<file path="src/sv/mscr_pkg.sv">
`timescale 1ns / 1ps

package mscr_pkg;

    // Number of motor channels held in the state table
    localparam int CHANNELS = 4;
    localparam int CH_W     = 2;

    typedef logic signed [7:0] t_speed;
    typedef logic        [6:0] t_period;
    typedef logic        [1:0] t_run;

    // Item kinds
    typedef enum logic {
        KIND_REQ  = 1'b0,
        KIND_TICK = 1'b1
    } t_kind;

    // Running-type marker for a channel whose PWM was never started
    localparam t_run RUN_NONE = 2'd3;

    // Drive pin codes
    localparam logic [1:0] PIN_OFF = 2'd0;
    localparam logic [1:0] PIN_A   = 2'd1;
    localparam logic [1:0] PIN_B   = 2'd2;

endpackage

</file>
<file path="src/sv/motor_speed_ramp_controller.sv">
`timescale 1ns / 1ps

// Channel  | Direction | Handshake          | Payload
// ---------+-----------+--------------------+-----------------------------------------
// input    | in        | i_valid / o_stall  | kind, channel, target_speed, ramp_period,
//          |           |                    | coreless_flag, fault_active
// result   | out       | o_valid / i_stall  | out_channel, speed_now, drive_pin,
//          |           |                    | pulse_width, clock_select, pwm_restart
//
// One transaction per clock unless the result side stalls: input register,
// then one pass of per-channel compare/step logic into the result register.
// The channel state table is written at the same edge the result is
// registered, so an item for the same channel right behind sees it.
// Synchronous active-low reset clears the state table and both valid flags.
// A stalled result holds the pass; the input register still fills once.

module motor_speed_ramp_controller (
    input  logic                    i_clk,
    input  logic                    i_rst_n,
    input  logic                    i_valid,
    output logic                    o_stall,
    input  logic                    i_kind,
    input  logic [1:0]              i_channel,
    input  mscr_pkg::t_speed        i_target_speed,
    input  mscr_pkg::t_period       i_ramp_period,
    input  logic                    i_coreless_flag,
    input  logic                    i_fault_active,
    output logic                    o_valid,
    input  logic                    i_stall,
    output logic [1:0]              o_out_channel,
    output mscr_pkg::t_speed        o_speed_now,
    output logic [1:0]              o_drive_pin,
    output logic [7:0]              o_pulse_width,
    output logic                    o_clock_select,
    output logic                    o_pwm_restart
);
    import mscr_pkg::*;

    // Input register
    logic            r_in_valid;
    t_kind           r_kind;
    logic [CH_W-1:0] r_ch;
    t_speed          r_tgt;
    t_period         r_per;
    logic            r_type;
    logic            r_fault;

    // Per-channel state
    t_speed  r_cur  [CHANNELS];
    t_speed  r_stgt [CHANNELS];
    t_period r_sper [CHANNELS];
    logic    r_treq [CHANNELS];
    t_run    r_run  [CHANNELS];
    t_period r_tick [CHANNELS];
    t_speed  n_cur  [CHANNELS];
    t_speed  n_stgt [CHANNELS];
    t_period n_sper [CHANNELS];
    logic    n_treq [CHANNELS];
    t_run    n_run  [CHANNELS];
    t_period n_tick [CHANNELS];

    // Result register
    logic        r_out_valid;
    logic [1:0]  r_o_ch;
    t_speed      r_o_speed;
    logic [1:0]  r_o_pin;
    logic [7:0]  r_o_pw;
    logic        r_o_clk;
    logic        r_o_restart;

    logic        advance;
    logic        take_in;
    logic        ch_ok;
    t_speed      cur_rd;
    t_speed      tgt_rd;
    t_period     per_rd;
    logic        treq_rd;
    t_run        run_rd;
    t_period     tick_rd;
    t_speed      sp_new;
    t_run        run_new;
    logic        restart;
    logic        idle;
    logic [1:0]  pin_new;
    logic [7:0]  pw_new;
    logic        clk_new;

    // Handshake: the pass moves when the result register is free or drains
    assign advance = r_in_valid && (!r_out_valid || !i_stall);
    assign o_stall = r_in_valid && !advance;
    assign take_in = i_valid && !o_stall;

    always_ff @(posedge i_clk) begin
        if (!i_rst_n) begin
            r_in_valid <= 1'b0;
        end else if (take_in) begin
            r_in_valid <= 1'b1;
        end else if (advance) begin
            r_in_valid <= 1'b0;
        end
    end

    always_ff @(posedge i_clk) begin
        if (take_in) begin
            r_kind  <= t_kind'(i_kind);
            r_ch    <= i_channel;
            r_tgt   <= i_target_speed;
            r_per   <= i_ramp_period;
            r_type  <= i_coreless_flag;
            r_fault <= i_fault_active;
        end
    end

    // State read for the addressed channel
    assign ch_ok   = (int'(r_ch) < CHANNELS);
    assign cur_rd  = r_cur[r_ch];
    assign tgt_rd  = r_stgt[r_ch];
    assign per_rd  = r_sper[r_ch];
    assign treq_rd = r_treq[r_ch];
    assign run_rd  = r_run[r_ch];
    assign tick_rd = r_tick[r_ch];

    // Request / tick step logic
    always_comb begin
        n_cur   = r_cur;
        n_stgt  = r_stgt;
        n_sper  = r_sper;
        n_treq  = r_treq;
        n_run   = r_run;
        n_tick  = r_tick;
        sp_new  = cur_rd;
        run_new = run_rd;
        restart = 1'b0;
        idle    = (cur_rd == tgt_rd) && ({1'b0, treq_rd} == run_rd);
        if (ch_ok) begin
            if (r_kind == KIND_REQ) begin
                n_stgt[r_ch] = r_tgt;
                n_sper[r_ch] = r_per;
                n_treq[r_ch] = r_type;
                if (!r_fault) begin
                    if (r_per == '0) begin
                        // immediate change
                        sp_new = r_tgt;
                        if (r_tgt != '0 && (cur_rd == '0 || {1'b0, r_type} != run_rd)) begin
                            restart = 1'b1;
                            run_new = {1'b0, r_type};
                        end
                    end else if (cur_rd == r_tgt && {1'b0, r_type} != run_rd) begin
                        // type change alone at a nonzero target: re-clock now
                        if (cur_rd != '0) begin
                            restart = 1'b1;
                            run_new = {1'b0, r_type};
                        end
                    end
                end
            end else begin
                if (!idle && !r_fault) begin
                    if (tick_rd >= per_rd) begin
                        n_tick[r_ch] = '0;
                        if (cur_rd != tgt_rd) begin
                            sp_new = (cur_rd < tgt_rd) ? t_speed'(cur_rd + 8'sd1)
                                                       : t_speed'(cur_rd - 8'sd1);
                            if (sp_new != '0 &&
                                (cur_rd == '0 || {1'b0, treq_rd} != run_rd)) begin
                                restart = 1'b1;
                                run_new = {1'b0, treq_rd};
                            end
                        end
                    end else begin
                        n_tick[r_ch] = t_period'(tick_rd + 7'd1);
                    end
                end
            end
            n_cur[r_ch] = sp_new;
            n_run[r_ch] = run_new;
        end
    end

    // Result decode
    always_comb begin
        if (!ch_ok) begin
            pin_new = PIN_OFF;
            pw_new  = '0;
            clk_new = 1'b0;
        end else begin
            if (sp_new > 0) begin
                pin_new = PIN_A;
            end else if (sp_new < 0) begin
                pin_new = PIN_B;
            end else begin
                pin_new = PIN_OFF;
            end
            pw_new  = (sp_new < 0) ? 8'(unsigned'(-sp_new)) : 8'(unsigned'(sp_new));
            clk_new = (run_new == RUN_NONE) ? 1'b0 : run_new[0];
        end
    end

    // Channel state table
    always_ff @(posedge i_clk) begin
        if (!i_rst_n) begin
            for (int i = 0; i < CHANNELS; i++) begin
                r_cur[i]  <= '0;
                r_stgt[i] <= '0;
                r_sper[i] <= '0;
                r_treq[i] <= 1'b0;
                r_run[i]  <= RUN_NONE;
                r_tick[i] <= '0;
            end
        end else if (advance) begin
            r_cur  <= n_cur;
            r_stgt <= n_stgt;
            r_sper <= n_sper;
            r_treq <= n_treq;
            r_run  <= n_run;
            r_tick <= n_tick;
        end
    end

    // Result register
    always_ff @(posedge i_clk) begin
        if (!i_rst_n) begin
            r_out_valid <= 1'b0;
        end else if (advance) begin
            r_out_valid <= 1'b1;
        end else if (!i_stall) begin
            r_out_valid <= 1'b0;
        end
    end

    always_ff @(posedge i_clk) begin
        if (advance) begin
            r_o_ch      <= r_ch;
            r_o_speed   <= ch_ok ? sp_new : '0;
            r_o_pin     <= pin_new;
            r_o_pw      <= pw_new;
            r_o_clk     <= clk_new;
            r_o_restart <= ch_ok && restart;
        end
    end

    assign o_valid        = r_out_valid;
    assign o_out_channel  = r_o_ch;
    assign o_speed_now    = r_o_speed;
    assign o_drive_pin    = r_o_pin;
    assign o_pulse_width  = r_o_pw;
    assign o_clock_select = r_o_clk;
    assign o_pwm_restart  = r_o_restart;

`ifndef SYNTHESIS
    // a restart only happens on a nonzero speed
    a_restart_moving: assert property (@(posedge i_clk) disable iff (!i_rst_n)
        o_valid && o_pwm_restart |-> o_speed_now != '0)
        else $error("pwm restart with zero speed");

    // pins off exactly when the duty is zero
    a_pin_vs_duty: assert property (@(posedge i_clk) disable iff (!i_rst_n)
        o_valid |-> ((o_drive_pin == PIN_OFF) == (o_pulse_width == '0)))
        else $error("drive pin and pulse width disagree");

    // pin B is selected only for negative speed
    a_pin_sign: assert property (@(posedge i_clk) disable iff (!i_rst_n)
        o_valid && o_drive_pin == PIN_B |-> o_speed_now < 0)
        else $error("pin B without negative speed");

    // a held input transaction stays in the input register
    a_hold_input: assert property (@(posedge i_clk) disable iff (!i_rst_n)
        o_stall |=> r_in_valid)
        else $error("input transaction lost while stalled");

    // a moving pass never overwrites a pending result
    a_no_overwrite: assert property (@(posedge i_clk) disable iff (!i_rst_n)
        advance |-> (!r_out_valid || !i_stall))
        else $error("result overwritten while stalled");
`endif

endmodule

</file>
<file path="config.mk">
export PLATFORM = sky130hd
export DESIGN_NAME = motor_speed_ramp_controller
export DESIGN_NICKNAME = d
export VERILOG_FILES = /design/src/sv/mscr_pkg.sv /design/src/sv/motor_speed_ramp_controller.sv
export SDC_FILE = /design/constraint.sdc
export NUM_CORES = 1
export LEC_CHECK = 0
export ABC_AREA = 0
export BUFFER_PORTS_ARGS = -buffer_cell sky130_fd_sc_hd__buf_2
export CELL_PAD_IN_SITES_DETAIL_PLACEMENT = 0
export CELL_PAD_IN_SITES_GLOBAL_PLACEMENT = 1
export CORE_MARGIN = 5
export CORE_UTILIZATION = 42
export CTS_CLUSTER_SIZE = 20
export DETAILED_ROUTE_END_ITERATION = 8
export PLACE_DENSITY_LB_ADDON = 0.1
export SLEW_MARGIN = 20
export SYNTH_ARGS = -nofsm -noshare
export SYNTH_HDL_FRONTEND = slang
export SYNTH_SLANG_ARGS = --single-unit
export TNS_END_PERCENT = 1
</file>
<file path="constraint.sdc">
create_clock -name i_clk -period 8.6 [get_ports i_clk]
set_input_delay 2.15 -clock i_clk [delete_from_list [all_inputs] [get_ports i_clk]]
set_output_delay 2.15 -clock i_clk [all_outputs]
set_load 0.02 [all_outputs]
</file>
==> results of run 1 <==
worst register-to-register path: stages, from the launching register on:
cell,delay [ns]
edfxtp_1,0.34
buf_4,0.60
mux4_2,0.72
ha_1,0.48
nand4_1,0.18
a211oi_1,0.56
or3_1,0.40
nand2_1,0.24
xor2_1,0.27
ha_1,0.32
and3_1,0.24
nand2b_1,0.07
a32o_1,0.26
a31oi_1,0.27
a2111oi_4,0.09
a31oi_4,0.27
mux2i_2,0.37
a211oi_2,0.12
where the power goes:
part	switching [mW]	internal [mW]	leakage, nW
Clock	0.343	0.443	0.291
Combinational	0.126	0.0751	1.86
Sequential	0.0173	0.864	1.48
worst paths after layout:
kind / end / from / slack [ns] / depth (start not counted)
hold / removal: r_cur[31]$_SDFFE_PN0P_ / r_cur[31]$_SDFFE_PN0P_ / 0.46 / 2
hold reg to reg: r_cur[31]$_SDFFE_PN0P_ / r_cur[31]$_SDFFE_PN0P_ / 0.46 / 2
setup reg to reg: o_clock_select$_SDFFCE_PN0P_ / r_ch[0]$_DFFE_PP_ / 2.54 / 17
setup / recovery: o_clock_select$_SDFFCE_PN0P_ / r_ch[0]$_DFFE_PP_ / 2.54 / 17
layer usage:
| metal | share of wire (%) | wire, um | global-route usage (%) |
|---|---|---|---|
| met5 | 0 | 0 | 0 |
| met4 | 1.2 | 278 | 5.00 |
| met3 | 4.2 | 957 | 3.34 |
| met2 | 47 | 10800 | 31.5 |
| met1 | 47 | 10900 | 27.2 |
flip-flops by register name, summed over array words and instances (netlist names), 2 cells and up:
register and cells:
r_ch 2, r_run 8, o_pulse_width 7, o_out_channel 2
o_speed_now 8, r_sper 28, o_drive_pin 2, r_per 7
r_tick 28, r_cur 32, r_tgt 8, r_treq 4
r_stgt 32
cell usage in the layout, fill, tap and decap left out, types with 3 or more instances in the layout:
cell type / synthesis / final
mux4_2: 33 / 33
clkbuf_16: 0 / 17
a31o_2: 4 / 4
or3_1: 3 / 3
and2_1: 15 / 15
a31oi_1: 10 / 10
inv_6: 0 / 5
xor2_1: 8 / 8
nor3_2: 3 / 3
edfxtp_1: 41 / 41
nor2b_1: 35 / 34
buf_4: 4 / 12
nand4_1: 3 / 3
or2_2: 3 / 3
a21boi_0: 85 / 85
nand2b_1: 4 / 4
inv_1: 26 / 26
o211a_1: 3 / 3
xnor2_1: 18 / 18
a211o_1: 3 / 3
a21o_1: 4 / 4
a21oi_1: 9 / 9
nor2_1: 24 / 23
mux2i_1: 34 / 34
nand3_1: 14 / 14
nor4_1: 7 / 7
o21ai_0: 19 / 19
buf_2: 9 / 47
nor3_1: 8 / 8
ha_1: 20 / 20
o211ai_2: 4 / 4
o21a_1: 3 / 3
and3_1: 6 / 6
a211oi_1: 10 / 10
nor3b_1: 4 / 4
dfxtp_1: 134 / 134
nand2_1: 212 / 212
final cells by class:
type	instances	area, um^2
fillers	2001	11000
multi-input cells	641	4580
flip-flops and latches	175	3910
clock buffers	19	443
well taps	275	344
repair buffers	59	325
clock inverters	13	150
inverters	26	97.6
per-stage QoR:
stage | hold slack [ns] | setup WS [ns] | cell area (um^2)
finish | 0.458 | 2.54 | 9850
global route | 0.485 | 2.02 | 9850
CTS | 0.456 | 2.54 | 9850
detailed placement | 0.449 | 2.55 | 9260
global placement | 0.448 | 2.76 | 9260
floorplan | 0.432 | 2.22 | 8860
cells by family (layout without fill, tap and decap cells):
family	after synthesis	after routing	synth area share, %
xor+xnor	26	26	2.57
simple gates	346	346	17.8
flops	175	175	44.2
mux	69	69	12.5
compound gates	180	180	16.0
fa+ha+maj	20	20	2.83
buf+inv	89	117	4.15
==> results.ini, run 1 <==
[detailed_routing]
wl_um=22900
drc=0
drtPass1Iterations=4
via_count=6626
avgViaCountPerCell=5.49
ant_nets=0
wl_per_cell_um=19.0
first_iter_violations=379

[cells_and_area]
instances_no_fill=1208
area_growth_pct=11.3
drive_above_1_share_pct=16.2
final_core_util_pct=47.2
nNetsFinal=964
antenna_cells=0

[worst_setup_path]
crit_path_frequent_cell=ha_1
cp-start-kind=flop
crit_chain=buf_4 -> mux4_2 -> ha_1 -> nand4_1 -> a211oi_1 -> or3_1 -> nand2_1 -> xor2_1 -> ha_1 -> and3_1 -> nand2b_1 -> a32o_1 -> a31oi_1 -> a2111oi_4 -> a31oi_4 -> mux2i_2 -> a211oi_2
slowest_delay_ns=0.71
cp_max_fo=41
path_buf_inv=1
cp.required_ns=8.75
worst_path_max_delay_cell=mux4_2
cp_top_family=compound AO/OA/AOI/OAI gates
endpoint_kind=flop
worstPathArrival_ns=6.21
worstSetupPathType=flop to flop

[cts]
clkTransAtPathRegs_ns=0.07
htreeDepth=4
cts_tree=done
cts_setup_buffers=0
cts_hold_buf=0
cts_root_buf=clkbuf_16
clock_sinks=175
clk_latency_ns=0.43
ctsResizeCount=0
cts_made_buffers=17
cts_buffer_depth=2

[die]
io_pins=48
coreArea_mm2=0.0209
start_util_pct=42.4
rows=53
dieArea_mm2=0.0241
die_w_um=155
die_h_um=155

[yosys]
synth-edff-count=41
synthCells=905
syn_avg_cell_area_um2=9.79
ys_warn_count=0
ys_types=67
synth_top_area_share_pct=30.3
synth_flop_cell=dfxtp_1
yosysTopAreaCell=dfxtp_1
syn-num-nets=949
async_flop_share_pct=0
ys_seq_area_share_pct=44.2
synth.most_common_cell=nand2_1
ys_ff_latch=175
synthTopCellsByCount=nand2_1, dfxtp_1, a21boi_0
syn-cell-area_mm2=0.00886
synth_area_leaders=dfxtp_1, edfxtp_1, nand2_1

[timing]
skew_ns=0.0158
fmax_mhz=165
worst_pin_slew_ns=1.06
hold_violations=0
slew_headroom_pct=28.9
timing.final.crit_period_ns=6.06
setup_violations=0
setup_tns_ns=0
min_period_over_period_pct=70.5
drv_slew=0
rsz0062_at_grt=false

[min_path]
hold_path_class=flop to flop

[place]
io_buffers=47
dp.cells=1176
dp_hpwl_um=15400
place_congestion=0.932

[job]
max_cap_violations=0

[power]
power_mw=1.87
ir_drop_uv=129
p_per_area_mw_per_mm2=190
p_leak_nw=3.63

[global_route]
antenna_found_initial=0
grt_pass1_wl_um=36900
globalRouteTotalUtil_pct=19.5
grt_overflow=0
grt_pass1_vias=6644
grt_max_degree=96

[run_status]
status=completed

No activity file was read; power rests on OpenSTA's default activity.
==> run 2, diff against run 1 <==
ABC_AREA = 1   (was 0)
CORE_UTILIZATION = 41   (was 42)
clock period = 5.37 ns   (was 8.6 ns; I/O delays follow)
==> results.ini, run 2 <==
[yosys]
async_flop_share_pct=0
synth.most_common_cell=nor2_1
syn-cell-area_mm2=0.00828
yosysTopAreaCell=dfxtp_1
ys_ff_latch=175
synth-edff-count=41
synth_top_area_share_pct=32.4
ys_seq_area_share_pct=47.3
synth-simple-area-share_pct=18.3
synth_area_leaders=dfxtp_1, edfxtp_1, o21ai_0
synth_flop_cell=dfxtp_1
synthTopCellsByCount=nor2_1, nand2_1, o21ai_0
synthAdderAreaFrac_pct=3.02
ys_warn_count=0
syn-num-nets=1108
synth_top_family_by_area=compound AO/OA/AOI/OAI gates
synth.area.mux_share_pct=0
ys_types=43
yosys.area_share.xor_xnor_pct=1.38
synth_compound_area_share_pct=22.2
synthCells=1064
syn_avg_cell_area_um2=7.78

[die]
dieArea_mm2=0.0231
die_h_um=152
die_w_um=152
coreArea_mm2=0.0200
start_util_pct=41.3
io_pins=48
rows=52

[worst_setup_path]
worstPathArrival_ns=4.99
cp_max_fo=30
cp.required_ns=5.56
endpoint_kind=flop
cp-start-kind=flop
worstSetupPathType=flop to flop

[cts]
cts_setup_buffers=0
ctsResizeCount=0
clkTransAtPathRegs_ns=0.07
cts_hold_buf=0
clock_sinks=175
clk_latency_ns=0.44
cts_root_buf=clkbuf_16
htreeDepth=4
cts_made_buffers=17
cts_tree=done
cts_buffer_depth=2

[timing]
worst_pin_slew_ns=0.994
slew_headroom_pct=33.5
fmax_mhz=208
rsz0062_at_grt=false
setup_violations=0
drv_slew=0
min_period_over_period_pct=89.5
skew_ns=0.0113
hold_violations=0
setup_tns_ns=0
timing.final.crit_period_ns=4.80

[global_route]
grt_pass1_wl_um=37100
grt_overflow=0
grt_max_degree=105
globalRouteTotalUtil_pct=19.9
grt_pass1_vias=6579
antenna_found_initial=0

[power]
p_leak_nw=4.18
power_mw=3.19
ir_drop_uv=224
p_per_area_mw_per_mm2=340

[cells_and_area]
layout.cells.most_common=nor2_1
final_core_util_pct=46.7
fin_area_mm2=0.00937
antenna_cells=0
drive_above_1_share_pct=11.2
n_fill_cell=2071
area_growth_pct=13.2
instances_no_fill=1375
nNetsFinal=1136
largestRegisters=r_cur x32, r_stgt x32
final_cell_mix=nor2_1, nand2_1, o21ai_0, dfxtp_1, a21oi_1

[place]
dp_hpwl_um=15500
place_congestion=0.783
postPlaceCellArea_mm2=0.00877
io_buffers=47
dp.cells=1343

[detailed_routing]
wl_um=23300
first_iter_violations=569
wl_per_cell_um=16.9
drtPass1Iterations=5
ant_nets=0
drc=0
avgViaCountPerCell=5.16
via_count=7095

[min_path]
hold_path_class=flop to flop

[job]
max_cap_violations=0

[run_status]
status=completed

[run 2: cell count changes after synthesis, moves of 70 or more]
cell,delta
inv_1,+74
a21boi_0,-85
o21ai_0,+123
nand2_1,-70
a21oi_1,+98
nor2_1,+137
[run 2: final cells by class]
class / instances / area [um^2] / share of cell area [%]
inverters: 111 / 417 / 4.45
multi-input cells: 722 / 3720 / 39.7
clock inverters: 15 / 174 / 1.86
flip-flops and latches: 175 / 3910 / 41.8
clock buffers: 17 / 425 / 4.54
repair buffers: 65 / 383 / 4.09
well taps: 270 / 338 / 3.61
[run 2: report_power, final]
| group | switching [mW] | total, mW | internal (mW) |
|---|---|---|---|
| clock | 0.571 | 1.27 | 0.701 |
| sequential | 0.0335 | 1.44 | 1.40 |
| combinational | 0.335 | 0.477 | 0.142 |
[run 2: critical path, cell delays in order, from the launching register on]
cell and delay (ns):
edfxtp_1 0.51, inv_2 0.17, nand2_4 0.09, inv_2 0.53
a21oi_1 0.14, o21ai_1 0.25, ha_1 0.35, nand2_1 0.14
nor2_1 0.08, nor2_1 0.15, nand3_1 0.15, nand2_1 0.23
nand2_1 0.13, nand2_1 0.11, inv_1 0.08, ha_1 0.18
inv_1 0.05, nand2_1 0.09, xnor2_1 0.15, o21ai_1 0.13
nand2_1 0.22, nor3_1 0.34, nand2_1 0.12, nand2_1 0.09
xor2_1 0.07
[run 2: final timing paths]
| path | startpoint | to | slack [ns] | depth (start not counted) |
|---|---|---|---|---|
| worst max-delay path | r_ch[0]$_DFFE_PP_ | o_pulse_width[5]$_DFFE_PP_ | 0.57 | 24 |
| worst min-delay path | r_run[0]$_SDFFE_PN1P_ | r_run[0]$_SDFFE_PN1P_ | 0.47 | 2 |
| worst max register to register | r_ch[0]$_DFFE_PP_ | o_pulse_width[5]$_DFFE_PP_ | 0.57 | 24 |
| worst min register to register | r_run[0]$_SDFFE_PN1P_ | r_run[0]$_SDFFE_PN1P_ | 0.47 | 2 |
[run 2: logic make-up after synthesis]
kind of cell / Yosys count
AO/OA/AOI/OAI: 324
XOR/XNOR: 13
adder cells (fa/ha/maj): 20
buffers and inverters: 167
flip-flops: 175
AND/OR/NAND/NOR: 365
[run 2: metrics by stage]
step,hold WS (ns),setup WS (ns)
2_1_floorplan,0.441,1.18
3_3_place_gp,0.453,0.743
3_5_place_dp,0.453,0.638
4_1_cts,0.470,0.615
5_1_grt,0.499,0.103
6_report,0.467,0.566
[run 2: per-layer routing]
metal,part of all wire [%],wire [um],track usage (%)
met5,0,0,0
met4,1.1,252,4.24
met3,4.0,920,3.84
met2,46,10700,31.2
met1,49,11400,28.8
